## src/rtl/core/obr_pkg.sv

```systemverilog
// Shared types and constants for the OHLCV bar resampler.
package obr_pkg;

   localparam int TIME_W   = 63;
   localparam int PRICE_W  = 48;
   localparam int VOL_IN_W = 48;
   localparam int VOL_W    = 53;
   localparam int GROUP_W  = 7;

   localparam logic [GROUP_W-1:0] GROUP_RESET = GROUP_W'(5);
   localparam logic [VOL_W-1:0]   VOL_MAX     = {VOL_W{1'b1}};

   // Work carried from the front to the back.
   typedef enum logic {
      OP_ACCUM = 1'b0,   // live candle, merge into the open bar
      OP_FLUSH = 1'b1    // tombstone on the last candle, close any open bar
   } op_type;

   typedef struct packed {
      op_type                    op;
      logic                      last;
      logic [TIME_W-1:0]         time_stamp;
      logic signed [PRICE_W-1:0] open_p;
      logic signed [PRICE_W-1:0] high_p;
      logic signed [PRICE_W-1:0] low_p;
      logic signed [PRICE_W-1:0] close_p;
      logic [VOL_IN_W-2:0]       volume;   // sign bit dropped, known non-negative
   } entry_type;

   typedef struct packed {
      logic [TIME_W-1:0]         bar_time;
      logic signed [PRICE_W-1:0] bar_open;
      logic signed [PRICE_W-1:0] bar_high;
      logic signed [PRICE_W-1:0] bar_low;
      logic signed [PRICE_W-1:0] bar_close;
      logic [VOL_W-1:0]          bar_volume;
   } bar_type;

endpackage

```

## src/rtl/core/obr_front.sv

```systemverilog
// Front end: classifies each accepted candle into a queue entry.
module obr_front import obr_pkg::*; (
   input  logic                      req_valid,
   output logic                      req_ready,
   input  logic [TIME_W-1:0]         req_candle_time,
   input  logic signed [PRICE_W-1:0] req_open_price,
   input  logic signed [PRICE_W-1:0] req_high_price,
   input  logic signed [PRICE_W-1:0] req_low_price,
   input  logic signed [PRICE_W-1:0] req_close_price,
   input  logic signed [VOL_IN_W-1:0] req_traded_volume,
   input  logic                      req_end_of_data,
   input  logic                      q_ready,
   output logic                      q_push,
   output entry_type                 q_entry
);

   logic tombstone;

   assign tombstone = req_traded_volume[VOL_IN_W-1];
   assign req_ready = q_ready;

   // A tombstone that is not the last candle changes nothing and is dropped here.
   assign q_push = req_valid && q_ready && (!tombstone || req_end_of_data);

   always_comb begin
      q_entry.op         = tombstone ? OP_FLUSH : OP_ACCUM;
      q_entry.last       = req_end_of_data;
      q_entry.time_stamp = req_candle_time;
      q_entry.open_p     = req_open_price;
      q_entry.high_p     = req_high_price;
      q_entry.low_p      = req_low_price;
      q_entry.close_p    = req_close_price;
      q_entry.volume     = req_traded_volume[VOL_IN_W-2:0];
   end

endmodule

```

## src/rtl/core/obr_queue.sv

```systemverilog
// Two-entry queue that decouples the front end from the bar accumulator.
module obr_queue import obr_pkg::*; (
   input  logic      clock,
   input  logic      reset,
   input  logic      push,
   output logic      push_ready,
   input  entry_type push_entry,
   output logic      pop_valid,
   input  logic      pop,
   output entry_type pop_entry
);

   logic [1:0] count_ff, count_in;
   entry_type  head_ff, head_in;
   entry_type  spare_ff, spare_in;
   logic       do_pop;

   assign push_ready = (count_ff != 2'd2);
   assign pop_valid  = (count_ff != 2'd0);
   assign pop_entry  = head_ff;
   assign do_pop     = pop && pop_valid;

   always_comb begin
      count_in = count_ff;
      head_in  = head_ff;
      spare_in = spare_ff;
      case ({push, do_pop})
         2'b10: begin
            count_in = count_ff + 2'd1;
            if (count_ff == 2'd0) begin
               head_in = push_entry;
            end else begin
               spare_in = push_entry;
            end
         end
         2'b01: begin
            count_in = count_ff - 2'd1;
            head_in  = spare_ff;
         end
         2'b11: begin
            // Only reachable with one entry held, so the new one becomes the head.
            head_in = push_entry;
         end
         default: begin
         end
      endcase
   end

   always_ff @(posedge clock) begin
      if (reset) begin
         count_ff <= 2'd0;
      end else begin
         count_ff <= count_in;
      end
      head_ff  <= head_in;
      spare_ff <= spare_in;
   end

endmodule

```

## src/rtl/core/obr_back.sv

```systemverilog
// Back end: merges candles into the open bar and holds the finished bar for output.
module obr_back import obr_pkg::*; #(
   parameter int MAX_GROUP = 64
) (
   input  logic               clock,
   input  logic               reset,
   input  logic               csr_wr_en,
   input  logic [GROUP_W-1:0] csr_wr_data,
   input  logic               q_valid,
   output logic               q_pop,
   input  entry_type          q_entry,
   output logic               rsp_valid,
   input  logic               rsp_ready,
   output bar_type            rsp_bar
);

   localparam int CNT_W = $clog2(MAX_GROUP + 1);
   localparam int GW    = (CNT_W > GROUP_W) ? CNT_W : GROUP_W;

   logic [GROUP_W-1:0]        group_size_ff;
   logic [CNT_W-1:0]          count_ff, count_in;
   logic [TIME_W-1:0]         time_ff, time_in;
   logic signed [PRICE_W-1:0] open_ff, open_in;
   logic signed [PRICE_W-1:0] high_ff, high_in;
   logic signed [PRICE_W-1:0] low_ff, low_in;
   logic signed [PRICE_W-1:0] close_ff, close_in;
   logic [VOL_W-1:0]          vol_ff, vol_in;
   logic                      out_valid_ff, out_valid_in;
   bar_type                   out_bar_ff, out_bar_in;

   logic [GW-1:0]    group_ext;
   logic [GW-1:0]    group_eff;
   logic [CNT_W-1:0] count_next;
   logic [VOL_W:0]   vol_sum;
   logic             first;
   logic             emit;

   assign q_pop     = q_valid && (!out_valid_ff || rsp_ready);
   assign rsp_valid = out_valid_ff;
   assign rsp_bar   = out_bar_ff;

   // Zero acts as one, anything above the maximum acts as the maximum.
   always_comb begin
      group_ext = GW'(group_size_ff);
      if (group_ext == '0) begin
         group_eff = GW'(1);
      end else if (group_ext > GW'(MAX_GROUP)) begin
         group_eff = GW'(MAX_GROUP);
      end else begin
         group_eff = group_ext;
      end
   end

   always_comb begin
      first      = (count_ff == '0);
      count_next = count_ff + CNT_W'(1);
      vol_sum    = (first ? (VOL_W+1)'(0) : (VOL_W+1)'(vol_ff))
                   + (VOL_W+1)'(q_entry.volume);

      count_in     = count_ff;
      time_in      = time_ff;
      open_in      = open_ff;
      high_in      = high_ff;
      low_in       = low_ff;
      close_in     = close_ff;
      vol_in       = vol_ff;
      emit         = 1'b0;
      out_valid_in = out_valid_ff && !rsp_ready;
      out_bar_in   = out_bar_ff;

      if (q_pop) begin
         case (q_entry.op)
            OP_ACCUM: begin
               count_in = count_next;
               if (first) begin
                  time_in = q_entry.time_stamp;
                  open_in = q_entry.open_p;
                  high_in = q_entry.high_p;
                  low_in  = q_entry.low_p;
               end else begin
                  if (q_entry.high_p > high_ff) begin
                     high_in = q_entry.high_p;
                  end
                  if (q_entry.low_p < low_ff) begin
                     low_in = q_entry.low_p;
                  end
               end
               close_in = q_entry.close_p;
               vol_in   = vol_sum[VOL_W] ? VOL_MAX : vol_sum[VOL_W-1:0];
               emit     = (GW'(count_next) >= group_eff) || q_entry.last;
            end
            OP_FLUSH: begin
               emit = !first;
            end
            default: begin
            end
         endcase
      end

      if (emit) begin
         out_valid_in          = 1'b1;
         out_bar_in.bar_time   = time_in;
         out_bar_in.bar_open   = open_in;
         out_bar_in.bar_high   = high_in;
         out_bar_in.bar_low    = low_in;
         out_bar_in.bar_close  = close_in;
         out_bar_in.bar_volume = vol_in;
         count_in              = '0;
      end
   end

   always_ff @(posedge clock) begin
      if (reset) begin
         group_size_ff <= GROUP_RESET;
         count_ff      <= '0;
         out_valid_ff  <= 1'b0;
      end else begin
         if (csr_wr_en) begin
            group_size_ff <= csr_wr_data;
         end
         count_ff     <= count_in;
         out_valid_ff <= out_valid_in;
      end
      time_ff    <= time_in;
      open_ff    <= open_in;
      high_ff    <= high_in;
      low_ff     <= low_in;
      close_ff   <= close_in;
      vol_ff     <= vol_in;
      out_bar_ff <= out_bar_in;
   end

endmodule

```

## src/rtl/core/ohlcv_bar_resampler.sv

```systemverilog
// Top level of the OHLCV bar resampler: front end, queue and bar accumulator.
//
// Candles arrive on the req_ channel, one beat per candle, in ascending time order.
// Each run of group_size live candles becomes one bar on the rsp_ channel, one beat
// per bar. A candle with negative volume is a tombstone and is skipped; end_of_data
// closes any partial bar, also when it rides on a tombstone.
// The csr_ port writes group_size; write it only while idle.
// A value of zero acts as one, and a value above MAX_GROUP acts as MAX_GROUP.
// Throughput is one candle per cycle while the receiver keeps up. With the queue
// empty, the candle that closes a bar is first registered at the queue head; the
// accumulator then merges it and loads the finished bar into the output register,
// which drives rsp_valid.
// When the receiver stalls, the output register holds its bar, the accumulator
// stops popping, and the queue fills; req_ready drops once two candles wait.
// Reset is synchronous and empties the queue, drops any open bar and any bar
// waiting on the output, and sets group_size back to five.
module ohlcv_bar_resampler import obr_pkg::*; #(
   parameter int MAX_GROUP = 64
) (
   input  logic                       clock,
   input  logic                       reset,
   input  logic                       csr_wr_en,
   input  logic [GROUP_W-1:0]         csr_wr_data,
   input  logic                       req_valid,
   output logic                       req_ready,
   input  logic [TIME_W-1:0]          req_candle_time,
   input  logic signed [PRICE_W-1:0]  req_open_price,
   input  logic signed [PRICE_W-1:0]  req_high_price,
   input  logic signed [PRICE_W-1:0]  req_low_price,
   input  logic signed [PRICE_W-1:0]  req_close_price,
   input  logic signed [VOL_IN_W-1:0] req_traded_volume,
   input  logic                       req_end_of_data,
   output logic                       rsp_valid,
   input  logic                       rsp_ready,
   output logic [TIME_W-1:0]          rsp_bar_time,
   output logic signed [PRICE_W-1:0]  rsp_bar_open,
   output logic signed [PRICE_W-1:0]  rsp_bar_high,
   output logic signed [PRICE_W-1:0]  rsp_bar_low,
   output logic signed [PRICE_W-1:0]  rsp_bar_close,
   output logic [VOL_W-1:0]           rsp_bar_volume
);

   logic      q_ready;
   logic      q_push;
   entry_type q_in_entry;
   logic      q_valid;
   logic      q_pop;
   entry_type q_out_entry;
   bar_type   bar;

   // Classification: tombstones that do not end the stream never enter the queue.
   obr_front u_front (
      .req_valid         (req_valid),
      .req_ready         (req_ready),
      .req_candle_time   (req_candle_time),
      .req_open_price    (req_open_price),
      .req_high_price    (req_high_price),
      .req_low_price     (req_low_price),
      .req_close_price   (req_close_price),
      .req_traded_volume (req_traded_volume),
      .req_end_of_data   (req_end_of_data),
      .q_ready           (q_ready),
      .q_push            (q_push),
      .q_entry           (q_in_entry)
   );

   // The queue lets the front keep accepting while the back waits on the receiver.
   obr_queue u_queue (
      .clock      (clock),
      .reset      (reset),
      .push       (q_push),
      .push_ready (q_ready),
      .push_entry (q_in_entry),
      .pop_valid  (q_valid),
      .pop        (q_pop),
      .pop_entry  (q_out_entry)
   );

   // The accumulator keeps the open bar and the output register.
   obr_back #(
      .MAX_GROUP (MAX_GROUP)
   ) u_back (
      .clock       (clock),
      .reset       (reset),
      .csr_wr_en   (csr_wr_en),
      .csr_wr_data (csr_wr_data),
      .q_valid     (q_valid),
      .q_pop       (q_pop),
      .q_entry     (q_out_entry),
      .rsp_valid   (rsp_valid),
      .rsp_ready   (rsp_ready),
      .rsp_bar     (bar)
   );

   assign rsp_bar_time   = bar.bar_time;
   assign rsp_bar_open   = bar.bar_open;
   assign rsp_bar_high   = bar.bar_high;
   assign rsp_bar_low    = bar.bar_low;
   assign rsp_bar_close  = bar.bar_close;
   assign rsp_bar_volume = bar.bar_volume;

endmodule
```

## config.mk

```make
export PLATFORM = sky130hd
export DESIGN_NAME = ohlcv_bar_resampler
export DESIGN_NICKNAME = d
export VERILOG_FILES = /design/src/rtl/core/obr_pkg.sv /design/src/rtl/core/obr_front.sv /design/src/rtl/core/obr_queue.sv /design/src/rtl/core/obr_back.sv /design/src/rtl/core/ohlcv_bar_resampler.sv
export SDC_FILE = /design/constraint.sdc
export NUM_CORES = 1
export LEC_CHECK = 0
export BUFFER_PORTS_ARGS = -buffer_cell sky130_fd_sc_hd__buf_4
export CORE_UTILIZATION = 52
export DETAILED_ROUTE_END_ITERATION = 10
export GPL_TIMING_DRIVEN = 0
export PLACE_DENSITY = 0.76
export SYNTH_ARGS = -nofsm -noshare
export SYNTH_HDL_FRONTEND = slang
export SYNTH_SLANG_ARGS = --single-unit
```

## constraint.sdc

```tcl
create_clock -name clock -period 29 [get_ports clock]
set_input_delay 2.9 -clock clock [delete_from_list [all_inputs] [get_ports clock]]
set_output_delay 2.9 -clock clock [all_outputs]
set_load 0.005 [all_outputs]
```

======== Word level (Yosys, flattened, before mapping) ========
Index checks and enable logic that the tools add are counted.
word-level totals
  flip-flop bits (word level) ............. 1241
  output and inout port bits .............. 310
  logic and storage cells ................. 98
cells by class
  $add $sub $neg .......................... 4
  order comparisons ....................... 4
  equality and inequality tests ........... 5
  muxes and demuxes ....................... 29
  bitwise gates (word level) .............. 2
  reductions and logical operators ........ 22
operator list
  operator               count
  $pmux W304 S3          1
  $mux W48               13
  $mux W304              1
  $mux W53               4
  $mux W63               3
  $add A54 B47 Y54       1
  $gt A48 B48 Y1         1
  $lt A48 B48 Y1         1
  $logic_not A7 Y1       2
  $mux W7                2
  $add A7 B1 Y7 const B  1
  $ge A7 B7 Y1           1
  $gt A7 B7 Y1 const B   1
  $reduce_and A2 Y1      3
  $logic_and A1 B1 Y1    5
  $eq A2 B2 Y1 const B   2
  $logic_not A1 Y1       4
  $pmux W2 S2            1
  $reduce_bool A2 Y1     2
  $logic_or A1 B1 Y1     3
  $mux W1                3
  $reduce_bool A3 Y1     1
  $add A2 B1 Y2 const B  1
  $eq A2 B1 Y1 const B   1
  other kinds (7)        8

======== Logic depth before layout (Yosys ltp) ========
  depth after elaboration ................. 8
  gate-level depth with buffers ........... 19
  gate-level depth less buffers ........... 17

======== Hierarchy ========
Synthesis repeated with hierarchy kept, for this count alone.
second synthesis, totals
  cells, all modules ...................... 3735
  area, all modules ....................... 51385.5 µm²
by module, submodules not included
  module     times used  cells an instance  area each (µm²)  sequential area each (µm²)
  obr_back   1           2463               26904.6          15715.1
  obr_queue  1           964                22175.0          18297.5
  obr_front  1           308                2306.0           0.0

======== Least setup slack after synthesis ========
OpenSTA, ideal clock, no wires.
  path kind ............................... input port to flip-flop
  start point ............................. input port rsp_ready
  end point ............................... register u_back.count_ff[0]
  library setup time ...................... 0.123 ns
  arrival time ............................ 27.855 ns
  required time ........................... 28.877 ns
  setup slack ............................. 1.023 ns
  stages .................................. 6
  buffers on the path ..................... 1
  cell sequence ........................... nand2b_1 > o21ai_1 > a211oi_1 > or2_2 > clkbuf_1 > nor2_1
between the ends
  cells in the longest elaborated chain, start to end .. 4
  elaborated cells on any way between the ends .. 5
RTL lines
  what                        line                       text
  start: declaration          ohlcv_bar_resampler.sv:34  input logic rsp_ready,
  $logic_or A1 B1 Y1          obr_back.sv:38             assign q_pop = q_valid && (!out_valid_ff || rsp_ready);
  $logic_and A1 B1 Y1         obr_back.sv:38
  $mux W1                     obr_back.sv:71             if (q_pop) begin
  named net u_back.emit       obr_back.sv:36             logic emit;
  $reduce_or A2 Y1 (no line)  --
  end signal: assignment      obr_back.sv:121            count_ff <= count_in;
  end: declaration            obr_back.sv:21             logic [CNT_W-1:0] count_ff, count_in;
The timed path passes the listed nets, and every way through them passes these cells.
A chain may end at the register's enable or synchronous reset.

==> qor.yml <==
postCtsHoldBufs: 0
power_switching_share: 0.331
nets: 4501
combPwrFrac: 0.357
final_cell_mix: "edfxtp_1, buf_4, nand2_1"
drt_iter0_markers: 1990
clock_skew_ps: 37.9
postCtsSetupBuffers: 0
firstDrtPassIters: 5
synth-edff-count: 916
grt_first_pass_wirelength_mm: 176
design.die.area_um2: 92400
cts_num_sinks: 1241
die_h_um: 304
maxSlewViolCount: 0
status: "finished clean"
post-place-ws_ps: 21980
synth.distinct_cells: 68
cellPowerDensity_nw_per_um2: 125
rows: 110
netlist_instances: 3232
numCtsBuffers: 120
grt_remaining_overflow: 0
relSlewSlack: 0.135
syn_to_final_growth_pct: 24.4
grt_util_all_layers: 0.252
power_switching_mw: 2.43
place_congestion: 0.934
synthArstFlopShare: 0
power.total_mw: 7.35
pwr-share-clk: 0.220
leakagePower_nw: 23.3
seq_area_frac_synth: 0.717
io_pins: 626
intPower_mw: 4.92
root_buffer: "clkbuf_16"
wl_per_cell_um: 22.1
final_common_cell: "edfxtp_1"
criticalPathCategory: "in -> reg"
max_slew.worst_pin.slew_ps: 1300
cts_tree: "done"
wl_mm: 118
wl_met3_mm: 7.58
critPathMaxFanout: 10
coreArea_um2: 90100
period_minus_slack_ps: 6120
cts_max_path_buffers: 3
crit_path_end_kind: "register"
max_freq_ghz: 0.163
antenna_found_initial: 31
holdWs_ps: 443
h-tree-depth: 3
slowest_delay_ps: 870
fin_ws_ps: 22880
ys.flop_type: "edfxtp_1"
setup_viol: 0
ant_nets: 0
fillCellCount: 6354
syn-num-nets: 3702
clk_pin_slew_ps: 60
yosys_warnings: 0
finalCritPeriodShare: 0.211
ir_drop_v: 0.0000749
ys_ff_latch: 1241
syn_area_um2: 47400
drive_above_1_share: 0.315
initial_core_util: 0.526
crit_chain: "buf_4 > inv_1 > o21ai_0 > nand2b_1 > ha_1 > clkbuf_1 > clkbuf_1 > clkbuf_1 > mux2_2"
viasPerCell: 5.39
dr_wl_met2_mm: 58.8
worstHoldPathType: "reg -> reg"
crit_top_cell: "clkbuf_1"
drv_cap: 0
crit_arrival_ps: 6570
worstSkewPairLatency_ps: 720
rsz0062_at_grt: "false"
start_kind: "input port"
crit_required_ps: 29450
postSynthAreaPerCell_um2: 14.7
finalHoldViolations: 0
place_hpwl_mm: 85.9
p_seq_frac: 0.422
finish.utilization: 0.655
portBuffers: 624
grt_max_degree: 62
vias: 28764
drc_errors: 0
met1_length_mm: 46.0
post-route-cell-area_um2: 59000
dpl_cell_area_um2: 54800
highest_layer: "met5"
die_width_um: 304
crit_slowest_cell: "clkbuf_1"
cts-resized-gates: 0
grt_pass1_vias: 29367
[path summary, 6_finish.rpt]
kind | end | slack, ps | from | cells after the start
min | u_back.open_ff[42] | 440 | u_back.open_ff[42] | 2
min reg2reg | u_back.open_ff[42] | 440 | u_back.open_ff[42] | 2
max reg2reg | u_back.rsp_bar[42] | 23470 | u_back.count_ff[0] | 17
max | u_queue.pop_entry[141] | 22880 | req_traded_volume[47] | 9
[cell usage after synthesis, types with 4 or more instances]
cell | count | area [um2]
edfxtp_1 | 916 | 27500
nand2_1 | 552 | 2070
mux2_2 | 399 | 4490
dfxtp_1 | 325 | 6510
ha_1 | 153 | 1910
inv_1 | 114 | 428
nor2_1 | 111 | 417
clkbuf_1 | 98 | 368
a21oi_1 | 93 | 465
o21ai_0 | 54 | 270
a21o_1 | 52 | 390
and2_1 | 46 | 288
a31oi_1 | 40 | 250
xor2_1 | 32 | 280
nand4_1 | 27 | 169
xnor2_1 | 22 | 193
nand3_1 | 21 | 105
nor2b_1 | 14 | 87.6
buf_2 | 13 | 65.1
a211oi_1 | 12 | 90.1
buf_1 | 11 | 41.3
nand2b_1 | 10 | 62.6
nor3_1 | 10 | 50.1
o21a_1 | 10 | 75.1
o211ai_1 | 7 | 52.6
mux2i_1 | 6 | 60.1
and4_1 | 5 | 43.8
or3_1 | 5 | 31.3
a211o_1 | 4 | 35.0
and3_1 | 4 | 25.0
nand3b_1 | 4 | 30.0
o31ai_1 | 4 | 30.0
[layer usage]
layer,vias up,track usage
met5,-,0
met4,14,0.123
met3,263,0.0607
met2,888,0.430
met1,14210,0.300
li1,13389,-
[cell type report]
class                      instances  area [um2]  area share
sequential                      1241       34000       0.576
multi-input combinational       1754       12500       0.212
timing repair buffer             677        5830      0.0988
clock buffer                     164        3400      0.0576
tap                             1176        1470      0.0249
clock inverter                    65         792      0.0134
buffer                           123         485     0.00823
inverter                         114         428     0.00725
antenna                           24        60.1     0.00102
[flip-flops by register name, indices dropped and copies added (netlist names)]
register	flops
u_back.group_ext	7
u_queue.pop_entry	304
u_back.rsp_bar	308
u_back.high_ff	48
u_back.vol_ff	53
u_queue.count_ff	2
u_queue.spare_ff	304
u_back.time_ff	63
u_back.open_ff	48
u_back.close_ff	48
u_back.count_ff	7
u_back.rsp_valid	1
u_back.low_ff	48
[kinds of logic after synthesis]
logic type	synth area share
xor+xnor	0.00997
flops	0.717
fa+ha+maj	0.0408
compound gates	0.0426
buf+inv	0.0193
mux	0.0960
simple gates	0.0743
[through the flow]
| step | std cells | TNS [ps] |
|---|---|---|
| 2_1_floorplan | 3232 | 0 |
| 5_1_grt | 5337 | 0 |
| 3_5_place_dp | 5085 | 0 |
| 6_report | 5338 | 0 |
| 3_3_place_gp | 5032 | -8350110 |
| 4_1_cts | 5314 | 0 |
[power groups by stage]
| stage | Combinational, mW | Clock (mW) | Sequential, mW |
|---|---|---|---|
| 4_1_cts | 2.64 | 1.64 | 3.11 |
| 5_1_grt | 2.86 | 1.71 | 3.17 |
| 2_1_floorplan | 1.48 | 0 | 3.50 |
| 6_report | 2.63 | 1.62 | 3.11 |
| 3_5_place_dp | 2.62 | 0 | 3.13 |
| 3_3_place_gp | 2.32 | 0 | 3.82 |
[worst max-delay path: cells and delay by family]
kind | cells | cell delay (ps)
mux | 1 | 430
fa+ha+maj | 1 | 160
compound gates | 1 | 370
simple gates | 1 | 220
buf+inv | 5 | 2470
(Power assumes the default switching activity.)
